<file path="src/design/srtg_pkg.sv">
// ----------------------------------------------------------------------------
// srtg_pkg
// Shared types and constants of the shift-register tone generator.
// ----------------------------------------------------------------------------
`timescale 1ns / 1ps
`default_nettype none

package srtg_pkg;

  // Width of the tone pattern shift register.
  localparam int unsigned SHIFT_BITS = 24;

  // Widths fixed by the stream and register formats.
  localparam int unsigned SHIFT_DATA_W = 24;
  localparam int unsigned CTRL_W       = 8;
  localparam int unsigned PERIOD_W     = 8;
  localparam int unsigned COUNT_W      = 8;
  localparam int unsigned SAMPLE_W     = 16;
  localparam int unsigned S_TDATA_W    = 40;
  localparam int unsigned M_TDATA_W    = 24;
  localparam int unsigned APB_ADDR_W   = 3;
  localparam int unsigned APB_DATA_W   = 32;

  // Reset values of the period registers.
  localparam logic [PERIOD_W-1:0] FAST_PERIOD_RESET = 8'd11;
  localparam logic [PERIOD_W-1:0] SLOW_PERIOD_RESET = 8'd44;

  // Register index taken from the word address bit.
  typedef enum logic {
    REG_FAST_PERIOD = 1'b0,
    REG_SLOW_PERIOD = 1'b1
  } reg_index_t;

  // Item kinds carried on tuser.
  typedef enum logic {
    MODE_FRAME_START = 1'b0,
    MODE_TICK        = 1'b1
  } mode_t;

  // Control byte bit positions.
  localparam int unsigned CTRL_FAST_BIT    = 5;
  localparam int unsigned CTRL_RECIRC_BIT  = 6;
  localparam int unsigned CTRL_ENABLE_BIT  = 7;

  // Added to the level to form the upper byte of the sample.
  localparam logic [7:0] LEVEL_BIAS = 8'h80;

  typedef struct packed {
    mode_t                   mode;
    logic [SHIFT_DATA_W-1:0] shift_data;
    logic                    noise_select;
    logic                    start_enable;
    logic                    irq_enable;
    logic [CTRL_W-1:0]       control_byte;
    logic                    random_bit;
    logic                    irq_clear;
  } item_t;

  typedef struct packed {
    logic [SAMPLE_W-1:0] sample;
    logic                irq_raise;
  } result_t;

endpackage

`default_nettype wire

</file>
<file path="src/design/srtg_cfg.sv">
// ----------------------------------------------------------------------------
// srtg_cfg
// APB register file holding the fast and slow shift periods.
// ----------------------------------------------------------------------------
`timescale 1ns / 1ps
`default_nettype none

module srtg_cfg (
  input  wire logic                               clk,
  input  wire logic                               rst,
  input  wire logic                               psel,
  input  wire logic                               penable,
  input  wire logic                               pwrite,
  input  wire logic [srtg_pkg::APB_ADDR_W-1:0]    paddr,
  input  wire logic [srtg_pkg::APB_DATA_W-1:0]    pwdata,
  output logic      [srtg_pkg::APB_DATA_W-1:0]    prdata,
  output logic                                    pready,
  output logic      [srtg_pkg::PERIOD_W-1:0]      fast_period,
  output logic      [srtg_pkg::PERIOD_W-1:0]      slow_period
);
  import srtg_pkg::*;

  logic       wr_en;
  reg_index_t idx;

  assign pready = 1'b1;
  assign wr_en  = psel && penable && pwrite;
  assign idx    = reg_index_t'(paddr[2]);

  always_ff @(posedge clk) begin
    if (rst) begin
      fast_period <= FAST_PERIOD_RESET;
      slow_period <= SLOW_PERIOD_RESET;
    end else if (wr_en) begin
      case (idx)
        REG_FAST_PERIOD: fast_period <= pwdata[PERIOD_W-1:0];
        REG_SLOW_PERIOD: slow_period <= pwdata[PERIOD_W-1:0];
        default: ;
      endcase
    end
  end

  always_comb begin
    case (idx)
      REG_FAST_PERIOD: prdata = APB_DATA_W'(fast_period);
      REG_SLOW_PERIOD: prdata = APB_DATA_W'(slow_period);
      default:         prdata = '0;
    endcase
  end

endmodule

`default_nettype wire

</file>
<file path="src/design/srtg_core.sv">
// ----------------------------------------------------------------------------
// srtg_core
// Generator state and the single-pass sample and shift logic for one item.
// ----------------------------------------------------------------------------
`timescale 1ns / 1ps
`default_nettype none

module srtg_core (
  input  wire logic                          clk,
  input  wire logic                          rst,
  input  wire logic                          fire,
  input  wire srtg_pkg::item_t               item,
  input  wire logic [srtg_pkg::PERIOD_W-1:0] fast_period,
  input  wire logic [srtg_pkg::PERIOD_W-1:0] slow_period,
  output srtg_pkg::result_t                  result
);
  import srtg_pkg::*;

  logic [SHIFT_BITS-1:0] pattern;
  logic [COUNT_W-1:0]    tick_count;
  logic                  noise_bit;
  logic                  noise_on;
  logic                  irq_on;
  logic                  irq_pending;

  logic                  enabled;
  logic                  recirc;
  logic [3:0]            volume;
  logic [PERIOD_W-1:0]   period;
  logic [COUNT_W-1:0]    count_inc;
  logic                  do_shift;
  logic                  pending_clr;
  logic                  raise;
  logic [7:0]            level;
  logic [SHIFT_BITS-1:0] pattern_shifted;

  assign volume      = item.control_byte[3:0];
  assign enabled     = item.control_byte[CTRL_ENABLE_BIT];
  assign recirc      = item.control_byte[CTRL_RECIRC_BIT];
  assign period      = item.control_byte[CTRL_FAST_BIT] ? fast_period : slow_period;
  assign count_inc   = tick_count + COUNT_W'(1);
  assign do_shift    = (count_inc >= period);
  assign pending_clr = irq_pending && !item.irq_clear;
  assign raise       = do_shift && enabled && irq_on && !pending_clr;

  // Level is zero or volume times sixteen; the bias turns it into the
  // upper byte of (level - 128) << 8.
  assign level = (enabled && (pattern[0] ^ noise_bit)) ? {volume, 4'b0000} : 8'h00;

  assign pattern_shifted = {recirc & pattern[0], pattern[SHIFT_BITS-1:1]};

  assign result.sample    = {level + LEVEL_BIAS, 8'h00};
  assign result.irq_raise = raise;

  always_ff @(posedge clk) begin
    if (rst) begin
      pattern     <= '0;
      tick_count  <= '0;
      noise_bit   <= 1'b0;
      noise_on    <= 1'b0;
      irq_on      <= 1'b0;
      irq_pending <= 1'b0;
    end else if (fire) begin
      if (item.mode == MODE_FRAME_START) begin
        pattern     <= SHIFT_BITS'(item.shift_data);
        noise_on    <= item.noise_select;
        irq_on      <= item.irq_enable;
        tick_count  <= '0;
        noise_bit   <= item.start_enable && item.noise_select && item.random_bit;
        irq_pending <= pending_clr;
      end else if (do_shift) begin
        pattern     <= pattern_shifted;
        tick_count  <= '0;
        noise_bit   <= enabled && noise_on && item.random_bit;
        irq_pending <= pending_clr || raise;
      end else begin
        tick_count  <= count_inc;
        irq_pending <= pending_clr;
      end
    end
  end

  // A raised interrupt leaves the flag pending.
  a_raise_sets_pending: assert property (@(posedge clk) disable iff (rst)
    fire && item.mode == MODE_TICK && raise |=> irq_pending)
    else $error("interrupt raised but not left pending");

  // No raise while an uncleared interrupt is pending.
  a_no_double_raise: assert property (@(posedge clk) disable iff (rst)
    raise |-> (!irq_pending || item.irq_clear))
    else $error("interrupt raised while still pending");

  // A frame start or a shift restarts the tick counter.
  a_count_restart: assert property (@(posedge clk) disable iff (rst)
    fire && (item.mode == MODE_FRAME_START || do_shift) |=> tick_count == '0)
    else $error("tick counter not restarted");

endmodule

`default_nettype wire

</file>
<file path="src/design/shift_register_tone_generator_top.sv">
// ----------------------------------------------------------------------------
// shift_register_tone_generator_top
// Shift-register tone generator with stream ports and an APB period port.
// ----------------------------------------------------------------------------
// Each beat on the slave stream is either a frame start (tuser low), which
// loads the pattern and the noise and interrupt enables and produces no
// output, or a tick (tuser high), which produces exactly one master beat
// with a signed 16-bit sample and an interrupt-raise flag. The block takes
// one beat per cycle: a beat is registered at the input, the sample and the
// next generator state are formed in one pass of short logic, and the tick
// result lands in an output register, so a new beat can enter in every cycle
// while the downstream side keeps up. An accepted tick sits in the input
// register, then in the output register. Ticks stall only while the output
// register is full and not being drained; frame starts pass through the
// core even then. The fast and slow periods live at APB addresses 0 and 4
// and must only be written while the stream is idle.
`timescale 1ns / 1ps
`default_nettype none

module shift_register_tone_generator_top (
  input  wire logic                                 clk,
  input  wire logic                                 rst,
  // APB configuration port.
  input  wire logic                                 psel,
  input  wire logic                                 penable,
  input  wire logic                                 pwrite,
  input  wire logic [srtg_pkg::APB_ADDR_W-1:0]      paddr,
  input  wire logic [srtg_pkg::APB_DATA_W-1:0]      pwdata,
  output logic      [srtg_pkg::APB_DATA_W-1:0]      prdata,
  output logic                                      pready,
  // Input stream.
  input  wire logic                                 s_tvalid,
  output logic                                      s_tready,
  // From bit 0: shift_data[23:0], noise_select, start_enable, irq_enable,
  // control_byte[7:0], random_bit, irq_clear, then three zero bits.
  input  wire logic [srtg_pkg::S_TDATA_W-1:0]       s_tdata,
  // mode: 0 frame start, 1 tick.
  input  wire logic                                 s_tuser,
  // Output stream.
  output logic                                      m_tvalid,
  input  wire logic                                 m_tready,
  // From bit 0: sample[15:0], irq_raise, then seven zero bits.
  output logic      [srtg_pkg::M_TDATA_W-1:0]       m_tdata
);
  import srtg_pkg::*;

  logic [PERIOD_W-1:0] fast_period;
  logic [PERIOD_W-1:0] slow_period;

  // Input register.
  logic    in_valid;
  item_t   in_item;
  item_t   s_item;
  logic    fire;

  // Output register.
  logic    out_valid;
  result_t out_result;
  result_t core_result;

  srtg_cfg u_cfg (
    .clk         (clk),
    .rst         (rst),
    .psel        (psel),
    .penable     (penable),
    .pwrite      (pwrite),
    .paddr       (paddr),
    .pwdata      (pwdata),
    .prdata      (prdata),
    .pready      (pready),
    .fast_period (fast_period),
    .slow_period (slow_period)
  );

  // Unpack the input beat.
  always_comb begin
    s_item.mode         = mode_t'(s_tuser);
    s_item.shift_data   = s_tdata[23:0];
    s_item.noise_select = s_tdata[24];
    s_item.start_enable = s_tdata[25];
    s_item.irq_enable   = s_tdata[26];
    s_item.control_byte = s_tdata[34:27];
    s_item.random_bit   = s_tdata[35];
    s_item.irq_clear    = s_tdata[36];
  end

  // A registered item is processed when its result, if any, has room.
  assign fire     = in_valid &&
                    (in_item.mode == MODE_FRAME_START || !out_valid || m_tready);
  assign s_tready = !in_valid || fire;

  always_ff @(posedge clk) begin
    if (rst) begin
      in_valid <= 1'b0;
    end else if (s_tvalid && s_tready) begin
      in_valid <= 1'b1;
    end else if (fire) begin
      in_valid <= 1'b0;
    end
  end

  always_ff @(posedge clk) begin
    if (s_tvalid && s_tready) begin
      in_item <= s_item;
    end
  end

  srtg_core u_core (
    .clk         (clk),
    .rst         (rst),
    .fire        (fire),
    .item        (in_item),
    .fast_period (fast_period),
    .slow_period (slow_period),
    .result      (core_result)
  );

  always_ff @(posedge clk) begin
    if (rst) begin
      out_valid <= 1'b0;
    end else if (fire && in_item.mode == MODE_TICK) begin
      out_valid <= 1'b1;
    end else if (m_tready) begin
      out_valid <= 1'b0;
    end
  end

  always_ff @(posedge clk) begin
    if (fire && in_item.mode == MODE_TICK) begin
      out_result <= core_result;
    end
  end

  assign m_tvalid = out_valid;
  assign m_tdata  = {7'b0000000, out_result.irq_raise, out_result.sample};

endmodule

`default_nettype wire

</file>
<file path="config.mk">
export PLATFORM = sky130hd
export DESIGN_NAME = shift_register_tone_generator_top
export DESIGN_NICKNAME = d
export VERILOG_FILES = /design/src/design/srtg_pkg.sv /design/src/design/srtg_cfg.sv /design/src/design/srtg_core.sv /design/src/design/shift_register_tone_generator_top.sv
export SDC_FILE = /design/constraint.sdc
export NUM_CORES = 1
export LEC_CHECK = 0
export ABC_AREA = 1
export BUFFER_PORTS_ARGS = -buffer_cell sky130_fd_sc_hd__buf_2
export CORE_MARGIN = 3
export CORE_UTILIZATION = 45
export DETAILED_ROUTE_END_ITERATION = 8
export PLACE_DENSITY_LB_ADDON = 0.1
export SLEW_MARGIN = 20
export SYNTH_ARGS = -nofsm -noshare
export SYNTH_HDL_FRONTEND = slang
export SYNTH_SLANG_ARGS = --single-unit
</file>
<file path="constraint.sdc">
create_clock -name clk -period 5 [get_ports clk]
set_clock_uncertainty 0.15 [all_clocks]
set_input_delay 1 -clock clk [delete_from_list [all_inputs] [get_ports clk]]
set_output_delay 1 -clock clk [all_outputs]
set_load 0.02 [all_outputs]
</file>
Word level (Yosys, flattened, before mapping)
Cells that the tools add are included.
{"block": "word_totals", "wordCells": 71, "input_bits": 83, "rom_bits": 0, "out_inout_bits": 59, "regBits": 101, "n_memories": 0, "latchBits": 0, "ramBits": 0}
{"block": "classes", "n_mux": 15, "magnitude_cmp": 1, "reduce_logical": 28, "shift": 0, "multipliers": 0, "add_sub_neg": 2, "div_mod_pow": 0, "eq_ne": 1, "bitwise_logic": 4}
{"op": "$pmux 32 s2", "count": 1}
{"op": "$mux 24", "count": 2}
{"op": "$mux 8", "count": 4}
{"op": "$logic_and 1x1->1", "count": 14}
{"op": "$add 8x1->8 const B", "count": 1}
{"op": "$add 8x8->8 const B", "count": 1}
{"op": "$ge 8x8->1", "count": 1}
{"op": "$mux 1", "count": 8}
{"op": "$reduce_and 2->1", "count": 4}
{"op": "$logic_not 1->1", "count": 4}
{"op": "$logic_or 1x1->1", "count": 4}
{"op": "$reduce_bool 2->1", "count": 2}
{"op": "$ne 2x1->1 const B", "count": 1}
{"op": "$not 1->1", "count": 2}
{"op": "$and 1x1->1", "count": 1}
{"op": "$xor 1x1->1", "count": 1}

Logic depth before layout (Yosys ltp)
Gate-level depths: netlist of run 1.
{"block": "depth", "ltp_word": 8, "mapped_depth": 16, "ltp_nobuf": 15}

By module
A second synthesis of run 1 with hierarchy kept.
{"block": "unflattened", "cells_unflattened": 583, "hier_area_um2": 5102.4}
{"module": "srtg_core", "area_each_um2": 2283.4, "cells_per_inst": 355, "instances": 1, "seq_area_each_um2": 720.7}
{"module": "shift_register_tone_generator_top", "area_each_um2": 1826.8, "cells_per_inst": 81, "instances": 1, "seq_area_each_um2": 1691.6}
{"module": "srtg_cfg", "area_each_um2": 992.2, "cells_per_inst": 147, "instances": 1, "seq_area_each_um2": 320.3}

Worst setup path after synthesis of run 1
OpenSTA, ideal clock, no wires.
{"block": "synth_timing", "path_kind": "input -> output", "start": "in paddr[2] (netlist bit)", "end": "out prdata[5] (netlist bit)", "arrival_time_ns": 1.852, "path_stages": 3, "n_path_buf": 2, "setup_slack_ns": 1.998, "required_ns": 3.850, "cell_sequence": "buf_2 clkbuf_1 o21ai_0"}
{"block": "synth_between", "elab_chain_cells": 2}
{"element": "from (decl)", "line": "shift_register_tone_generator_top.sv:27", "rtl": "input wire logic [srtg_pkg::APB_ADDR_W-1:0] paddr,"}
{"element": "$not 1->1", "line": "srtg_cfg.sv:44", "rtl": "case (idx)"}
{"element": "$pmux 32 s2 (*)", "line": "srtg_cfg.sv:44"}
{"element": "to (decl)", "line": "shift_register_tone_generator_top.sv:29", "rtl": "output logic [srtg_pkg::APB_DATA_W-1:0] prdata,"}
Every way passes the cells marked *; elsewhere a longest branch is shown, timed or not. The select of a mux whose other input is x is not followed.

Final worst setup path of run 1
{"block": "layout_timing", "start": "in m_tready", "end": "out s_tready"}
{"block": "layout_between", "elab_chain_cells": 3}
{"element": "from (decl)", "line": "shift_register_tone_generator_top.sv:41", "rtl": "input wire logic m_tready,"}
{"element": "$logic_or 1x1->1", "line": "shift_register_tone_generator_top.sv:89", "rtl": "(in_item.mode == MODE_FRAME_START || !out_valid || m_tready);"}
{"element": "$logic_and 1x1->1", "line": "shift_register_tone_generator_top.sv:88", "rtl": "assign fire = in_valid &&"}
{"element": "$logic_or 1x1->1", "line": "shift_register_tone_generator_top.sv:90", "rtl": "assign s_tready = !in_valid || fire;"}
{"element": "to (decl)", "line": "shift_register_tone_generator_top.sv:33", "rtl": "output logic s_tready,"}
Every way passes these cells.

==> results of run 1 <==
how the worst max path moves through the flow:
stage | start | slack, ps | depth (start not counted) | to
final | m_tready | 2100 | 4 | s_tready
after global routing | m_tready | 2010 | 4 | s_tready
after CTS | m_tready | 2100 | 4 | s_tready
after detailed placement | m_tready | 2100 | 4 | s_tready
after global placement | m_tready | 2090 | 4 | s_tready
after floorplan | paddr[2] | 2000 | 3 | prdata[5]
registers in the layout, indices dropped and copies added, names as in the netlist:
name	cells
u_core.tick_count	8
in_valid	1
m_tdata	5
u_core.pattern	24
u_cfg.fast_period	8
m_tvalid	1
u_core.noise_bit	1
u_core.noise_on	1
u_core.irq_pending	1
u_cfg.slow_period	8
u_core.irq_on	1
in_item	37
cell usage in the layout (no fill, tap or decap), types with 3 or more instances in the layout:
cell type,Yosys,final
nand3_1,7,7
buf_2,4,67
bufinv_16,0,4
nor2_4,3,3
clkbuf_8,0,9
a21oi_1,46,46
edfxtp_1,42,42
dfxtp_1,54,54
inv_1,59,59
ha_1,9,9
o21ai_0,34,34
nor2_2,5,5
conb_1,2,44
buf_4,46,3
nand3_2,3,3
xor2_1,4,4
nor2_1,101,101
nand2_1,105,105
cell type report:
type | instances | area share
Timing Repair Buffer | 70 | 0.0710
Clock buffer | 10 | 0.0253
Multi-Input combinational cell | 368 | 0.335
Inverter | 61 | 0.0454
Tap cell | 133 | 0.0330
Sequential cell | 96 | 0.464
Clock inverter | 6 | 0.0263
metrics by stage:
step	hold WS [ps]	worst slack (ps)	cells	instance area, µm²
after floorplan	294	2000	588	4700
after global placement	304	2090	728	4780
after detailed placement	307	2100	728	4780
after CTS	321	2100	744	5040
after global routing	362	2010	744	5040
final	320	2100	744	5040
critical path: stages:
cell	delay, ps
buf_2	90
nor2_1	260
nand3_1	190
buf_2	200
power by group:
group          switching, mW  total [mW]  leakage, nW  internal, mW
Clock                  0.268       0.650        0.126         0.382
Combinational          0.123       0.178         1.43        0.0544
Sequential            0.0139       0.871        0.848         0.857
Total                  0.405        1.70         2.41          1.29
per-layer routing:
layer,vias to the layer above,wire length (µm),track usage
li1,1744,-,-
met1,1496,3600,0.185
met2,85,3950,0.245
met3,11,428,0.0310
met4,0,157,0.0758
met5,-,0,0
cell families (layout without fill, tap and decap cells):
kind of cell	Yosys count	count (layout)	synth area share
simple gates	228	228	0.206
xor+xnor	5	5	0.0113
flops	96	96	0.515
buf+inv	124	147	0.148
compound gates	82	82	0.0933
other cells	2	44	0.00165
fa+ha+maj	9	9	0.0248
==> reports/metrics.cfg, run 1 <==
[outcome]
status = complete, no violations

[clock_tree]
insertion_delay_ps = 370
cts_resized = 0
clkTransAtPathRegs_ps = 90
ctsHoldBuffers = 0
post_cts_buffers = 0
cts_buffers = 9
cts_sinks = 96
cts_tree = done
clock_tree.buffer_depth = 2
cts_root_buffer = clkbuf_8
htreeDepth = 3

[floorplan]
die-area_um2 = 11300
core_region_area_um2 = 9820
die_x_um = 107
initial_core_util = 0.463
rows = 36
die-height_um = 107
io_pins = 142

[power_and_ir_drop]
power.density_nw_per_um2 = 337
p_leak_nw = 2.41
peakVddDrop_uv = 158
power_mw = 1.70

[synthesis]
ys_types = 28
ys_seq_area_frac = 0.515
synth-async-reset-ratio = 0
yosys.area.top_type_share = 0.277
yosys_warnings = 0
syn_area_um2 = 4550
syn-mean-instance-area_um2 = 8.33
synth_ff_type = dfxtp_1
synth_cells = 546
synth-seq-cells = 96
synth_edf_count = 42
yosys-top-cells-area = edfxtp_1 (28%), dfxtp_1 (24%), nand2_1 (8.7%), nor2_1 (8.3%), buf_4 (7.6%)
synth_common_cells = nand2_1 (105), nor2_1 (101), inv_1 (59)
synth_top_area_cell = edfxtp_1
synth_most_common_cell = nand2_1

[timing]
slew_headroom = 0.629
post-route-min-period_ps = 2900
hold_viol = 0
tightest_slew_ps = 557
fmax_ghz = 0.345
finalMaxSlewViolations = 0
rsz0062_at_grt = false
setup_viol = 0
fin_crit_sh = 0.580
setup_tns_ps = 0

[finish]
num-fill-cells = 982
drive_gt1_frac = 0.165
nNetsFinal = 698
final_util = 0.514
multiInputGateArea_um2 = 1690
register_area_um2 = 2340
antenna_cells = 0
syn2layout_area_growth_pct = 11.0

[grt]
grt_max_degree = 55
grt_pass1_wl_um = 13300
grt_pass1_vias = 2897
gr-usage-all-layers = 0.149
grt_overflow = 0
antenna_found_initial = 0

[worst_setup_path]
worstPathRequired_ps = 3850
critPathCaptureType = output port
r2r_start = u_core.tick_count[2]
setup.worst_path.start_class = primary input
arrival_ps = 1750
rrSetupSlack_ps = 2300
path_max_fanout = 3
worst-setup-path-type = in2out
r2r_cells = 13
r2r-end = u_core.pattern[14]

[routing]
viasPerCell = 4.48
drtPass1Iterations = 4
avgRoutedWirePerCell_um = 10.9
final_antenna_net_count = 0
drt_iter0_markers = 105
wirelength_um = 8140
drc = 0
vias = 3336

[place]
gp_congestion = 0.792
dp_hpwl_um = 5620
port_buffers = 67

[worst_hold_path]
worstHoldEndpoint = u_core.tick_count[6]
hold_depth = 2
hold_path_class = reg2reg
hp-start = u_core.tick_count[6]

[run]
maxCapViolCount = 0

Power figures use the tool's default switching activity.
==> run 2, diff against run 1 <==
Settings changed: ABC_AREA 1 to 0.
Clock period 5 ns to 2.85 ns, I/O delays scaled along.
==> run 2 against run 1 <==
- global-route usage grew 1.2 points
- non-clock buffer count grew 30
- clock power grew 22%
- total power grew 55%
- die area grew 0.28%
- critical path depth grew 7
- synthesized area grew 0.30%
- count of clock-buffer cells in the layout grew 2
- worst hold slack lost 92 ps
- combinational power grew 81%
- sequential share of layout area shrank 2.7 points
- critical endpoint is now u_core.pattern[23]
- largest cell class unchanged
- highest routed layer unchanged
==> reports/metrics.cfg, run 2 <==
[worst_setup_path]
crit_path_end = u_core.pattern[23]
setup.worst_path.start_class = flop
path_max_fanout = 4  ; +1
arrival_ps = 2920  ; +1170 ps
rrSetupSlack_ps = 70  ; -2230 ps
critPathCaptureType = flop
worst-setup-path-type = reg2reg
worstPathRequired_ps = 2990  ; -860 ps
r2r_cells = 11  ; -2
r2r_start = u_core.tick_count[0]
r2r-end = u_core.pattern[23]
crit_start = u_core.tick_count[0]

[place]
dp_hpwl_um = 5980  ; +6.4%
port_buffers = 67  ; unchanged
dp.cells = 620  ; -15%
gp_congestion = 0.779  ; -1.6%
dpl_cell_area_um2 = 5000  ; +4.5%

[finish]
num-fill-cells = 918  ; -6.5%
nNetsFinal = 598  ; -14%
largest_reg_flops = 37  ; unchanged
syn2layout_area_growth_pct = 17.7
layout_common_cells = buf_2 (67), dfxtp_1 (52), conb_1 (44), edfxtp_1 (42), a21oi_1 (35)
top_register = in_item
drive_gt1_frac = 0.337  ; +0.171
reg_top3 = in_item: 37 flops, u_core.pattern: 24 flops
final_common_cell = buf_2
fin_cells = 644  ; -13%
stdcell_area_um2 = 5370  ; +6.4%
final_util = 0.546  ; +0.0327
register_area_um2 = 2340  ; +0.11%
multiInputGateArea_um2 = 2030  ; +20%
antenna_cells = 0  ; unchanged

[routing]
drt_iter0_markers = 126  ; +20%
wirelength_um = 9180  ; +13%
vias = 3215  ; -3.6%
viasPerCell = 4.99  ; +11%
drtPass1Iterations = 4  ; unchanged
drc = 0  ; unchanged
final_antenna_net_count = 0  ; unchanged
avgRoutedWirePerCell_um = 14.2  ; +30%

[grt]
grt_pass1_vias = 3032  ; +4.7%
antenna_found_initial = 0  ; unchanged
grt_overflow = 0  ; unchanged
gr-usage-all-layers = 0.161  ; +0.0119
grt_max_degree = 45  ; -18%
grt_pass1_wl_um = 14500  ; +9.1%

[clock_tree]
htreeDepth = 3  ; unchanged
clock_tree.buffer_depth = 2  ; unchanged
clkTransAtPathRegs_ps = 100  ; about the same
insertion_delay_ps = 360  ; about the same
cts_tree = done
cts_buffers = 9  ; unchanged
cts_sinks = 96  ; unchanged
cts_root_buffer = clkbuf_8
ctsHoldBuffers = 0  ; unchanged

[worst_hold_path]
hold_path_class = in2reg
hold_depth = 1  ; -1

[floorplan]
die_x_um = 107  ; +0.14%
core_region_area_um2 = 9820  ; unchanged
die-height_um = 107  ; +0.14%
die-area_um2 = 11400  ; +0.28%
io_pins = 142  ; unchanged
rows = 36  ; unchanged
initial_core_util = 0.464  ; +0.00140

[synthesis]
synth_ff_type = dfxtp_1
synth_top_area_cell = edfxtp_1
synth_cells = 418  ; -23%
synth-seq-cells = 96  ; unchanged
yosys_warnings = 0  ; unchanged
synth_common_cells = dfxtp_1 (54), buf_4 (45), edfxtp_1 (42)
synth_most_common_cell = dfxtp_1
ys_types = 47  ; +68%
ys_seq_area_frac = 0.514  ; -0.00156
yosys-top-cells-area = edfxtp_1 (28%), dfxtp_1 (24%), mux2_2 (7.9%), buf_4 (7.4%), a21oi_1 (4.0%)
yosys.area.top_type_share = 0.277  ; -0.000838
syn_area_um2 = 4560  ; +0.30%
synth-async-reset-ratio = 0  ; unchanged
synth_edf_count = 42  ; unchanged
syn-mean-instance-area_um2 = 10.9  ; +31%

[timing]
setup_tns_ps = 0  ; unchanged
post-route-min-period_ps = 2780
holdWs_ps = 228  ; -91.9 ps
fin_crit_sh = 0.976
hold_viol = 0  ; unchanged
tightest_slew_ps = 824  ; +267 ps
setup_viol = 0  ; unchanged
fmax_ghz = 0.359
finalMaxSlewViolations = 0  ; unchanged
slew_headroom = 0.451  ; -0.178
rsz0062_at_grt = true

[power_and_ir_drop]
power.density_nw_per_um2 = 489  ; +45%
peakVddDrop_uv = 312  ; +97%
p_leak_nw = 2.14  ; -11%

[run]
maxCapViolCount = 0  ; unchanged

[outcome]
status = complete, no violations

run 2: cell types whose count changed in the layout (fill, tap and decap cells not counted), sizes merged, moves of 11 or more:
cell and change:
mux2i +14, nand3 +22, buf +29, nor2 -95, nand2 -83, mux2 +32, a21oi -11, inv -54
run 2: worst max-delay path: stages, from the launching register on:
cell	delay [ps]
dfxtp_2	360
and3_4	180
nand3_2	80
and2_4	170
or2_4	230
ha_4	250
and3_4	200
buf_6	100
o211ai_4	110
o311a_2	430
or3_4	340
a21oi_2	130
run 2: layer usage:
layer / up-vias / track usage / part of all wire
li1: 1592 / - / -
met1: 1527 / 0.212 / 0.47
met2: 84 / 0.260 / 0.47
met3: 12 / 0.0343 / 0.052
met4: 0 / 0.0603 / 0.014
met5: - / 0 / 0
run 2: worst min-delay path by stage:
stage          slack [ps]                  from                   end
2_1_floorplan         290  u_cfg.slow_period[0]  u_cfg.slow_period[0]
3_3_place_gp          310  u_cfg.slow_period[4]  u_cfg.slow_period[4]
3_5_place_dp          310  u_cfg.slow_period[4]  u_cfg.slow_period[4]
4_1_cts               210            s_tdata[5]           in_item[18]
5_1_grt               210            s_tdata[5]           in_item[18]
6_report              230           s_tdata[27]            in_item[2]
run 2: cell families (layout without fill, tap and decap cells):
kind of cell / Yosys count / in the layout / share of synthesized area
DFF: 96 / 96 / 0.514
xor gates and xnor gates: 6 / 6 / 0.0115
AOI/OAI and AO/OA: 84 / 85 / 0.118
buffers and inverters: 71 / 121 / 0.103
other: 2 / 44 / 0.00165
and+or+nand+nor: 104 / 104 / 0.118
adders and majority gates: 9 / 9 / 0.0247
muxes: 46 / 46 / 0.110
run 2: timing repair:
action	CTS	global route
pin swaps	8	20
setup buffers	3	3
gates resized for setup	16	16
gates cloned	0	2
setup endpoints to repair	32	26
run 2: stage by stage:
stage	power, mW	setup slack (ps)
after floorplan	1.79	19.7
after global placement	1.84	-103
after detailed placement	1.84	-107
after CTS	2.64	16.0
after global routing	2.75	-60.4
final	2.63	67.6
run 2: cell type report:
cell class | count | share of cell area
Multi-Input combinational cell | 294 | 0.379
Clock inverter | 4 | 0.00583
Timing Repair Buffer | 100 | 0.118
Clock buffer | 12 | 0.0252
Sequential cell | 96 | 0.437
Inverter | 5 | 0.00350
Tap cell | 133 | 0.0310
run 2: power by group:
part | internal, mW | switching [mW] | total, mW
clock | 0.322 | 0.470 | 0.792
sequential | 1.49 | 0.0241 | 1.51
combinational | 0.128 | 0.195 | 0.323
total | 1.94 | 0.689 | 2.63
==> run 3, diff against run 2 <==
Settings changed: BUFFER_PORTS_ARGS -buffer_cell sky130_fd_sc_hd__buf_2 to unset, DONT_BUFFER_PORTS set to 1.
Clock period 2.85 ns to 3.5 ns, I/O delays scaled along.
==> run 3 against run 2 <==
- count of clock-buffer cells in the layout is 1 lower
- via count fell by 12%
- design area is 12% lower
- worst hold slack improved by 30 ps
- critical path depth down 4
- routed wire length decreased by 6.3%
- final cell count decreased by 15%
- register-to-register slack improved by 110 ps
- utilization is 6.4 points lower
- critical endpoint is now u_core.noise_bit
- largest power group unchanged
==> reports/metrics.cfg, run 3 (synthesis results as in run 2) <==
[power_and_ir_drop]
clkPwrFrac = 0.366  ; +0.064
combPwrFrac = 0.082  ; -0.041
peakVddDrop_uv = 313  ; +0.31%
seqPwrFrac = 0.552  ; -0.023
p_sw_frac = 0.240  ; -0.0225
power_mw = 2.24  ; -15%
p_leak_nw = 1.74  ; -19%
power.switching_mw = 0.537  ; -22%
internal_power_mw = 1.70  ; -12%
power.density_nw_per_um2 = 472  ; -3.6%

[routing]
wirelength_um = 8600  ; -6.3%
drc = 0  ; unchanged
avgRoutedWirePerCell_um = 15.7  ; +9.9%
viasPerCell = 5.18  ; +3.8%
vias = 2844  ; -12%
drt_iter0_markers = 170  ; +35%
drtPass1Iterations = 4  ; unchanged
final_antenna_net_count = 0  ; unchanged

[clock_tree]
cts_buffers = 9  ; unchanged
clock_tree.buffer_depth = 2  ; unchanged
cts_resized = 0  ; -16
ctsHoldBuffers = 0  ; unchanged
insertion_delay_ps = 360  ; about the same
post_cts_buffers = 0  ; -3
cts_sinks = 96  ; unchanged
htreeDepth = 3  ; unchanged
cts_tree = done
clkTransAtPathRegs_ps = 100  ; about the same
cts_root_buffer = clkbuf_8

[finish]
layout_common_cells = dfxtp_1 (54), conb_1 (44), edfxtp_1 (42), a21oi_1 (36)
largest_reg_flops = 37  ; unchanged
fin_cells = 549  ; -15%
syn2layout_area_growth_pct = 3.98
antenna_cells = 0  ; unchanged
top_register = in_item
nNetsFinal = 503  ; -16%
drive_gt1_frac = 0.156  ; -0.180
reg_top3 = in_item: 37 flops, u_core.pattern: 24 flops
final_common_cell = dfxtp_1
final_util = 0.483  ; -0.0636

[worst_setup_path]
r2r_start = in_item[7]
arrival_ps = 3420  ; +500 ps
worst-setup-path-type = reg2reg
worstPathRequired_ps = 3600  ; +610 ps
critPathCaptureType = flop
path_max_fanout = 12  ; +8
slowest_stage = a2111oi_2
crit_start = in_item[7]
setup.worst_path.start_class = flop
rrSetupSlack_ps = 180  ; +110 ps
crit_chain = mux2_2 -> ha_1 -> nand2b_4 -> a2111oi_2 -> o311ai_2 -> nand4_1 -> a21oi_1
cp_slowest_stage_delay_ps = 840  ; +410 ps

[worst_hold_path]
hold_path_class = in2reg
hp-start = rst

[run]
maxCapViolCount = 0  ; unchanged

[floorplan]
rows = 36  ; unchanged
die-height_um = 107  ; unchanged
initial_core_util = 0.464  ; unchanged
die-area_um2 = 11400  ; unchanged
core_region_area_um2 = 9820  ; unchanged
io_pins = 142  ; unchanged
die_x_um = 107  ; unchanged

[grt]
antenna_found_initial = 0  ; unchanged
grt_pass1_wl_um = 13700  ; -5.5%
gr-usage-all-layers = 0.150  ; -0.0108
grt_overflow = 0  ; unchanged
grt_pass1_vias = 2770  ; -8.6%
grt_max_degree = 61  ; +36%

[place]
port_buffers = 0  ; -100%
dp_hpwl_um = 5660  ; -5.4%
pre_cts_ws_ps = 179  ; +285 ps
dp.cells = 532  ; -14%
gp_congestion = 0.691  ; -11%

[timing]
setup_viol = 0  ; unchanged
fmax_ghz = 0.301  ; -16%
fin_ws_ps = 182  ; +114 ps
slew_headroom = 0.303  ; -0.148
hold_viol = 0  ; unchanged
fin_crit_sh = 0.948  ; -0.0282
tightest_slew_ps = 1040  ; +220 ps
holdWs_ps = 258  ; +29.9 ps
finalMaxSlewViolations = 0  ; unchanged
rsz0062_at_grt = true
post-route-min-period_ps = 3320  ; +536 ps

[outcome]
status = complete, no violations

-- run 3: final timing paths --
path | to | cells past startpoint
worst min register to register | u_cfg.slow_period[7] | 2
worst max register to register | u_core.noise_bit | 7
worst min-delay path | u_core.irq_on | 1
worst max-delay path | u_core.noise_bit | 7
-- run 3: per-layer routing --
layer / global-route usage / up-vias / part of all wire
li1: - / 1402 / -
met1: 0.193 / 1362 / 0.46
met2: 0.249 / 72 / 0.48
met3: 0.0421 / 8 / 0.050
met4: 0.0411 / 0 / 0.0097
met5: 0 / - / 0
-- run 3: power groups by stage --
stage | combinational, mW | clock, mW | sequential (mW)
floorplan | 0.208 | 0 | 1.25
detailed placement | 0.179 | 0 | 1.26
global placement | 0.178 | 0 | 1.26
finish | 0.183 | 0.819 | 1.24
global route | 0.201 | 0.897 | 1.24
CTS | 0.180 | 0.847 | 1.24
-- run 3: through the flow --
stage	TNS, ps	instance area, µm²
after CTS	0	4720
after floorplan	0	4720
after global placement	0	4490
after detailed placement	0	4490
final	0	4740
after global routing	-4.49	4740
-- run 3: layout make-up --
cell class              instances  area, µm²
clock buffers                  11        141
clock inverters                 5       88.8
fillers                       903       5080
inverters                       5       18.8
multi-input cells             294       1950
flip-flops and latches         96       2340
well taps                     133        166
repair buffers                  5       37.5
-- run 3: critical path: cells and delay by family (launching register included) --
kind / cells / cell delay (ps)
fa+ha+maj: 1 / 270
simple gates: 2 / 370
flops: 1 / 650
mux: 1 / 390
compound gates: 3 / 1380
